$ cat src/hw/rtl/spq_pkg.sv
package spq_pkg;

  localparam int unsigned DEPTH = 16;
  localparam int unsigned VAL_W = 32;
  localparam int unsigned OP_W  = 2;

  typedef enum logic [OP_W-1:0] {
    OP_INSERT = 2'd0,
    OP_REMOVE = 2'd1,
    OP_PEEK   = 2'd2
  } op_t;

  typedef struct packed {
    logic               ins;
    logic               rem;
    logic [VAL_W-1:0]   value;
  } cell_ctrl_t;

endpackage

$ cat src/hw/rtl/sorted_priority_queue.sv
// Minimum priority queue of spq_pkg::DEPTH signed 32-bit entries, kept in
// ascending order in a row of cells. A request is taken at a rising edge
// where start is high and busy is low; busy never rises, so a request can
// be taken in every cycle. in_op selects insert, remove of the smallest entry,
// or peek at the smallest entry, and in_item_value carries the insert value.
// Every request gives one result in the cycle after it is taken: out_valid is
// high for that single cycle with out_head_value, out_was_empty and
// out_dropped_full. The throughput is one request per cycle, set by the
// single compare in each cell, which all cells do in parallel against the
// broadcast value. Equal values keep arrival order. A remove or peek on an
// empty queue returns zero with out_was_empty set; an insert into a full
// queue is discarded with out_dropped_full set. Reset empties the queue and
// clears out_valid. The receiver cannot stall, so a result must be captured
// in the cycle that out_valid is high.
module sorted_priority_queue (
  input  logic                        clk,
  input  logic                        rst_n,
  input  logic                        start,
  output logic                        busy,
  input  logic [spq_pkg::OP_W-1:0]    in_op,
  input  logic [spq_pkg::VAL_W-1:0]   in_item_value,
  output logic                        out_valid,
  output logic [spq_pkg::VAL_W-1:0]   out_head_value,
  output logic                        out_was_empty,
  output logic                        out_dropped_full
);

  localparam int unsigned D = spq_pkg::DEPTH;

  spq_pkg::cell_ctrl_t       ctrl;
  logic [D-1:0]              place;
  logic [D-1:0]              valid;
  logic [spq_pkg::VAL_W-1:0] value [D];

  logic                      out_valid_r;
  logic [spq_pkg::VAL_W-1:0] head_r;
  logic [spq_pkg::VAL_W-1:0] head_nxt;
  logic                      empty_r;
  logic                      empty_nxt;
  logic                      full_r;
  logic                      full_nxt;
  logic                      accept;
  logic                      queue_empty;
  logic                      is_full;

  assign busy        = 1'b0;
  assign accept      = start && !busy;
  assign queue_empty = !valid[0];
  assign is_full     = valid[D-1];

  always_comb begin
    ctrl.ins   = 1'b0;
    ctrl.rem   = 1'b0;
    ctrl.value = in_item_value;
    head_nxt   = '0;
    empty_nxt  = 1'b0;
    full_nxt   = 1'b0;
    unique case (in_op)
      spq_pkg::OP_INSERT: begin
        full_nxt = is_full;
        ctrl.ins = accept && !is_full;
      end
      spq_pkg::OP_REMOVE: begin
        empty_nxt = queue_empty;
        head_nxt  = queue_empty ? '0 : value[0];
        ctrl.rem  = accept && !queue_empty;
      end
      spq_pkg::OP_PEEK: begin
        empty_nxt = queue_empty;
        head_nxt  = queue_empty ? '0 : value[0];
      end
      default: begin
      end
    endcase
  end

  for (genvar i = 0; i < D; i++) begin : g_cell
    logic                      lp;
    logic                      lv;
    logic [spq_pkg::VAL_W-1:0] lval;
    logic                      rv;
    logic [spq_pkg::VAL_W-1:0] rval;

    if (i == 0) begin : g_first
      assign lp   = 1'b0;
      assign lv   = 1'b1;
      assign lval = '0;
    end else begin : g_mid
      assign lp   = place[i-1];
      assign lv   = valid[i-1];
      assign lval = value[i-1];
    end

    if (i == D - 1) begin : g_last
      assign rv   = 1'b0;
      assign rval = '0;
    end else begin : g_inner
      assign rv   = valid[i+1];
      assign rval = value[i+1];
    end

    spq_cell u_cell (
      .clk         (clk),
      .rst_n       (rst_n),
      .ctrl        (ctrl),
      .left_place  (lp),
      .left_valid  (lv),
      .left_value  (lval),
      .right_valid (rv),
      .right_value (rval),
      .place       (place[i]),
      .valid       (valid[i]),
      .value       (value[i])
    );
  end

  always_ff @(posedge clk) begin
    if (!rst_n) begin
      out_valid_r <= 1'b0;
    end else begin
      out_valid_r <= accept;
    end
  end

  always_ff @(posedge clk) begin
    if (accept) begin
      head_r  <= head_nxt;
      empty_r <= empty_nxt;
      full_r  <= full_nxt;
    end
  end

  assign out_valid        = out_valid_r;
  assign out_head_value   = head_r;
  assign out_was_empty    = empty_r;
  assign out_dropped_full = full_r;

endmodule

$ cat src/hw/rtl/spq_cell.sv
module spq_cell (
  input  logic                        clk,
  input  logic                        rst_n,
  input  spq_pkg::cell_ctrl_t         ctrl,
  input  logic                        left_place,
  input  logic                        left_valid,
  input  logic [spq_pkg::VAL_W-1:0]   left_value,
  input  logic                        right_valid,
  input  logic [spq_pkg::VAL_W-1:0]   right_value,
  output logic                        place,
  output logic                        valid,
  output logic [spq_pkg::VAL_W-1:0]   value
);

  logic                      valid_r;
  logic                      valid_nxt;
  logic [spq_pkg::VAL_W-1:0] value_r;
  logic [spq_pkg::VAL_W-1:0] value_nxt;

  // An empty cell behaves as if it held a value larger than any request.
  assign place = !valid_r || ($signed(value_r) > $signed(ctrl.value));

  always_comb begin
    valid_nxt = valid_r;
    value_nxt = value_r;
    if (ctrl.ins) begin
      valid_nxt = valid_r || left_valid;
      if (place) begin
        value_nxt = left_place ? left_value : ctrl.value;
      end
    end else if (ctrl.rem) begin
      valid_nxt = right_valid;
      value_nxt = right_value;
    end
  end

  always_ff @(posedge clk) begin
    if (!rst_n) begin
      valid_r <= 1'b0;
    end else begin
      valid_r <= valid_nxt;
    end
  end

  always_ff @(posedge clk) begin
    value_r <= value_nxt;
  end

  assign valid = valid_r;
  assign value = value_r;

endmodule

$ cat config.mk
export PLATFORM = sky130hd
export DESIGN_NAME = sorted_priority_queue
export DESIGN_NICKNAME = d
export VERILOG_FILES = /design/src/hw/rtl/spq_pkg.sv /design/src/hw/rtl/sorted_priority_queue.sv /design/src/hw/rtl/spq_cell.sv
export SDC_FILE = /design/constraint.sdc
export NUM_CORES = 2
export LEC_CHECK = 0
export ABC_AREA = 1
export BUFFER_PORTS_ARGS = -buffer_cell sky130_fd_sc_hd__buf_2
export CELL_PAD_IN_SITES_DETAIL_PLACEMENT = 0
export CELL_PAD_IN_SITES_GLOBAL_PLACEMENT = 1
export CORE_UTILIZATION = 52
export DETAILED_ROUTE_END_ITERATION = 10
export PLACE_DENSITY = 0.94
export SLEW_MARGIN = 25
export SYNTH_ARGS = -nofsm -noshare
export SYNTH_HDL_FRONTEND = slang
export SYNTH_SLANG_ARGS = --single-unit
export TNS_END_PERCENT = 10
$ cat constraint.sdc
create_clock -name clk -period 11.88 [get_ports clk]
set_clock_uncertainty 0.2 [all_clocks]
set_input_delay 1.188 -clock clk [delete_from_list [all_inputs] [get_ports clk]]
set_output_delay 1.188 -clock clk [all_outputs]
set_load 0.005 [all_outputs]
# --- Yosys cells after proc, flatten, opt, wreduce, memory -nomap -nowiden ---
# Index checks and enable logic that the tools add are counted.
totals:
  ff_bits: 563
  inputBits: 37
  rom_bits: 0
  mem_bits_rw: 0
  latchBits: 0
  wordCells: 236
  mem_count: 0
  out_inout_bits: 36
classes:
  n_reduce_logical: 69
  eq_ne: 18
  shifts: 0
  n_addsub: 0
  n_mux: 97
  n_lt_le_gt_ge: 16
  multipliers: 0
  bitwise_logic: 0
  div: 0
op_table:
  columns: ["op", "n"]
  rows:
  - ["$mux 32", 63]
  - ["$gt 32x32->1", 16]
  - ["$mux 1", 34]
  - ["$reduce_and 2->1", 17]
  - ["$ne 2x1->1 const B", 16]
  - ["$logic_or 1x1->1", 31]
  - ["$logic_not 1->1", 16]
  - ["$eq 2x1->1 const B", 1]
  - ["$eq 2x2->1 const B", 1]
  - ["$logic_and 1x1->1", 2]
  - ["$logic_not 2->1", 1]
  - ["$reduce_bool 2->1", 1]
  - ["$reduce_or 2->1", 1]

# --- Depth between registers and ports, before layout ---
depth:
  ltp_word: 5
  mapped_depth: 22
  ltp_nobuf: 21

# --- Modules after synthesis ---
# Synthesis repeated with hierarchy kept, for this count alone.
unflattened:
  cells_unflattened: 5385
  hier_area_um2: 42199.2
modules_own_cells:
  columns: ["module", "n_inst", "cells_each", "area_per_inst_um2", "seq_area_each_um2"]
  rows:
  - ["spq_cell", 16, 329, 2543.7, 980.9]
  - ["sorted_priority_queue", 1, 121, 1500.2, 1041.0]

# --- Least setup slack after synthesis ---
# Ideal clock, no wire load.
synth_path:
  path_type: "input -> register"
  start: "in in_item_value[25] (netlist bit)"
  end: "reg g_cell[14].u_cell.value_r, in the netlist g_cell[14].u_cell.value[0], enable pin"
  cell_stages: 13
  n_path_buf: 1
  required_time_ps: 11248
  arrival_ps: 4330
  slack_ps: 6919
  setup_ps: 432
  path_cell_list: "inv_1 -> ha_1 -> nand2_1 -> inv_1 -> o21ai_0 -> nand2_1 -> a21oi_1 -> o21a_1 -> nand2_1 -> nand2_1 -> nand3_2 -> buf_2 -> a21oi_1"
synth_between:
  elab_chain_len: 4
synth_rtl:
  columns: ["item", "line", "rtl"]
  rows:
  - ["from (decl)", "sorted_priority_queue.sv:21", "input logic [spq_pkg::VAL_W-1:0] in_item_value,"]
  - ["$gt 32x32->1", "spq_cell.sv:21", "assign place = !valid_r || ($signed(value_r) > $signed(ctrl.value));"]
  - ["$logic_or 1x1->1", "spq_cell.sv:21", null]
  - ["$ne 2x1->1 (no line)", null, null]
  - ["$reduce_and 2->1 (no line)", null, null]
  - ["to (signal assigned)", "spq_cell.sv:46", "value_r <= value_nxt;"]
  - ["to (decl)", "spq_cell.sv:17", "logic [spq_pkg::VAL_W-1:0] value_r;"]
# Every way passes these cells.
# A chain may end at the register's enable or synchronous reset.

# --- Worst setup path in the final report ---
layout_path:
  start: "in in_item_value[31] (netlist bit)"
  end: "reg g_cell[0].u_cell.value_r, in the netlist g_cell[0].u_cell.value[22], enable pin"
layout_between:
  elab_chain_len: 4
layout_rtl:
  columns: ["item", "line"]
  rows:
  - ["$gt 32x32->1", "spq_cell.sv:21"]
  - ["$logic_or 1x1->1", "spq_cell.sv:21"]
  - ["$ne 2x1->1 (no line)", null]
  - ["$reduce_and 2->1 (no line)", null]
  - ["to (signal assigned)", "spq_cell.sv:46"]
  - ["to (decl)", "spq_cell.sv:17"]
# Every way passes these cells.

==> flow_summary_export.csv <==
group,metric,value,unit
yosys,syn_area,40780,µm²
yosys,synth_nets,6053,
worst_setup_path,critical-path-max-stage-delay,0.71,ns
clocking,cts_resized,0,
place,portBuffers,71,
die,fp-row-count,102,
clocking,path_clk_slew,0.06,ns
yosys,yosys.area.top_type,"edfxtp_1",
routing,ant_nets,0,
worst_setup_path,crit_slowest_cell,"nand2_1",
min_path,whs_path_depth,2,
routing,viasPerCell,5.142,
power_and_ir_drop,ir_drop,0.00008478,V
run_status,status,"finished, final reports clean",
worst_setup_path,cp_top_family,"simple AND/OR/NAND/NOR gates",
worst_setup_path,r2r_end,"g_cell[0].u_cell.value[22]",
worst_setup_path,r2r_slack,7.45,ns
global_routing,met3_usage,0.03420,
worst_setup_path,cp_max_fo,33,
final_layout,final_nets,6059,
power_and_ir_drop,p_total,5107,µW
clocking,hold_buffers,0,
global_routing,met1_usage,0.3781,
global_routing,top_usage_layer,"met2",
clocking,tritoncts,"yes",
die,dieHeight,282.1,µm
worst_setup_path,arrival,5.20,ns
global_routing,grt_overflow,0,
worst_setup_path,crit-reg2reg-launch,"g_cell[0].u_cell.value[7]",
sta,fin_crit_sh,0.4302,
final_layout,n_antenna_cell,0,
yosys,synth_cell_types,34,
sta,rsz0062_at_grt,"false",
worst_setup_path,cp_common_cell,"nand2_1",
sta,drv_slew,0,
die,dieWidth,282.1,µm
sta,timing.fmax,0.1956,GHz
die,core_area,77470,µm²
sta,hold_viol_final,0,
worst_setup_path,cp_num_buf_inv,4,
die,io_pins,73,
min_path,hold_path.class,"flip-flop to flip-flop",
clocking,numCtsBuffers,69,
final_layout,fin_area,44100,µm²
flow_run,max-cap-violations,0,
yosys,synth.area.top_cells,"edfxtp_1 40%, nand2_1 27%, ha_1 15%",
power_and_ir_drop,power_density,115.8,nW/µm²
clocking,cts_setup_buffers,0,
worst_setup_path,worstRegToRegCells,16,
sta,whs,0.3135,ns
sta,layout_min_cycle_time,5.111,ns
global_routing,grt_pass1_wl,180000,µm
place,dp_hpwl,83530,µm
yosys,syn_inst,5534,
global_routing,grt.total_usage,0.2884,
sta,finalSetupViolations,0,
routing,drt-initial-drc-count,2713,
power_and_ir_drop,power.leakage,0.02560,µW
die,initial_core_util,0.5265,
min_path,holdCritStartpoint,"g_cell[15].u_cell.value[0]",
yosys,yosysWarnings,0,
global_routing,antenna_found_initial,0,
worst_setup_path,crit_type,"input port to flip-flop",
sta,worstMarginPinSlew,1.049,ns
clocking,htreeDepth,3,
yosys,yosysSeqAreaShare,0.4104,
final_layout,syn_to_final_growth,8.136,%
worst_setup_path,end_kind,"flip-flop",
final_layout,filler_cell_count,7237,
routing,totalWireLength,114400,µm
clocking,clockRootBuffer,"clkbuf_16",
routing,wl_per_cell,17.25,µm
sta,slew_headroom,0.3008,
place,placed_area,41950,µm²
global_routing,grt_pass1_vias,33081,
clocking,clk_latency,0.62,ns
final_layout,drive_gt1_frac,0.04791,
yosys,avgSynthCellArea,7.370,µm²
min_path,worst_hold_path.endpoint,"g_cell[14].u_cell.value[0]",
sta,tns,0,ns
yosys,synth_top_cell_area_share,0.4020,
routing,first_pass_iters,9,
worst_setup_path,cp.required,11.97,ns
place,gp_congestion,0.9100,
worst_setup_path,crit_path_start_kind,"input port",
clocking,clockBufferDepth,3,
yosys,synth-seq-cells,563,
routing,drcViolationCount,0,
clocking,clkSinkCount,563,
routing,vias,34111,
die,die-area,79560,µm²
global_routing,grt_max_degree,127,
global_routing,grt_use_met2,0.4866,
worst_setup_path,path_cells,"buf_2 -> inv_1 -> ha_1 -> nand2_1 -> inv_1 -> nor2_1 -> o21a_1 -> nand2_1 -> a21oi_1 -> nand3_1 -> nand2_1 -> nand2_1 -> nand2_2 -> nand2_2 -> nand2_1 -> buf_4",
## stage by stage
| stage | worst slack, ns | utilization | cells |
|---|---|---|---|
| after floorplan | 6.919 | - | 5534 |
| after global placement | 5.645 | 0.5414 | 6509 |
| after detailed placement | 6.123 | 0.5415 | 6509 |
| after CTS | 6.772 | 0.5692 | 6634 |
| after global routing | 6.389 | 0.5693 | 6634 |
| final | 6.769 | 0.5693 | 6634 |
## flip-flops by register name (all words and copies together), names as in the netlist
name,count
g_cell.u_cell.value,512
out_was_empty,1
out_dropped_full,1
out_head_value,32
out_valid,1
g_cell.u_cell.valid,16
## cell usage in the layout (no fill, tap or decap), types with 8 or more instances in the layout
cell type,Yosys,layout
inv_1,641,640
nand3_1,85,85
o21a_1,26,26
nand2_1,2965,2960
clkinv_2,0,12
a21oi_1,215,214
nor3_1,8,8
clkbuf_16,0,71
a31oi_1,10,10
o21ai_0,72,72
a21o_1,15,15
edfxtp_1,546,546
buf_4,14,59
dfxtp_1,17,17
buf_2,84,71
nand4_1,34,34
ha_1,482,482
clkbuf_1,85,20
clkinv_1,0,12
nand2_2,17,22
nor2_1,172,172
## synthesized netlist by cell type (all sizes together)
master,n
nand4,34
ha,482
nor2,177
a21oi,215
conb,1
a311oi,2
o21ai,72
buf,111
nor3,11
nand2,2986
edfxtp,546
a211oi,3
dfxtp,17
o21a,26
and3,1
a21o,15
inv,645
a31oi,10
nor4,4
nand3b,1
o21bai,3
nand3,86
nor3b,1
clkbuf,85
## area by class of cell
type / count / area [µm²] / share of cell area
multi-input combinational: 4130 / 20670 / 0.4687
sequential: 563 / 16740 / 0.3795
inverter: 645 / 2429 / 0.05507
clock buffer: 91 / 1852 / 0.04199
tap: 1040 / 1301 / 0.02951
timing repair buffer: 131 / 818.3 / 0.01855
clock inverter: 34 / 294.0 / 0.006667
## worst max-delay path by stage
stage / from / endpoint / slack [ns] / depth (start not counted)
after floorplan: in_item_value[25] / g_cell[14].u_cell.value[0] / 6.92 / 13
after global placement: in_item_value[31] / g_cell[0].u_cell.value[24] / 5.64 / 16
after detailed placement: in_item_value[31] / g_cell[0].u_cell.value[24] / 6.12 / 16
after CTS: in_item_value[31] / g_cell[0].u_cell.value[22] / 6.77 / 16
after global routing: in_item_value[31] / g_cell[0].u_cell.value[22] / 6.39 / 16
final: in_item_value[31] / g_cell[0].u_cell.value[22] / 6.77 / 16
## logic make-up (layout without fill, tap and decap cells)
kind of cell	after synthesis	in the layout	synth area share
flip-flops	563	563	0.4104
AO/OA/AOI/OAI	346	346	0.04583
AND/OR/NAND/NOR	3301	3301	0.3124
buffers and inverters	841	901	0.08348
other	1	1	0.00009195
adder cells (fa/ha/maj)	482	482	0.1479
## worst min-delay path, delay by kind of cell, from the launching register on
kind / cells / cell delay [ns]
simple gates: 2 / 0.10
flops: 1 / 0.32
## power breakdown
group	internal, µW	switching [µW]	total [µW]
Sequential	2270	50.7	2320
Combinational	239	474	713
Clock	1190	884	2070
## metal layers
layer | routed length [µm] | part of all wire
met1 | 50000 | 0.44
met2 | 53030 | 0.46
met3 | 7199 | 0.063
met4 | 4214 | 0.037
met5 | 0 | 0
Note: power is estimated with default switching activity, not from simulation.
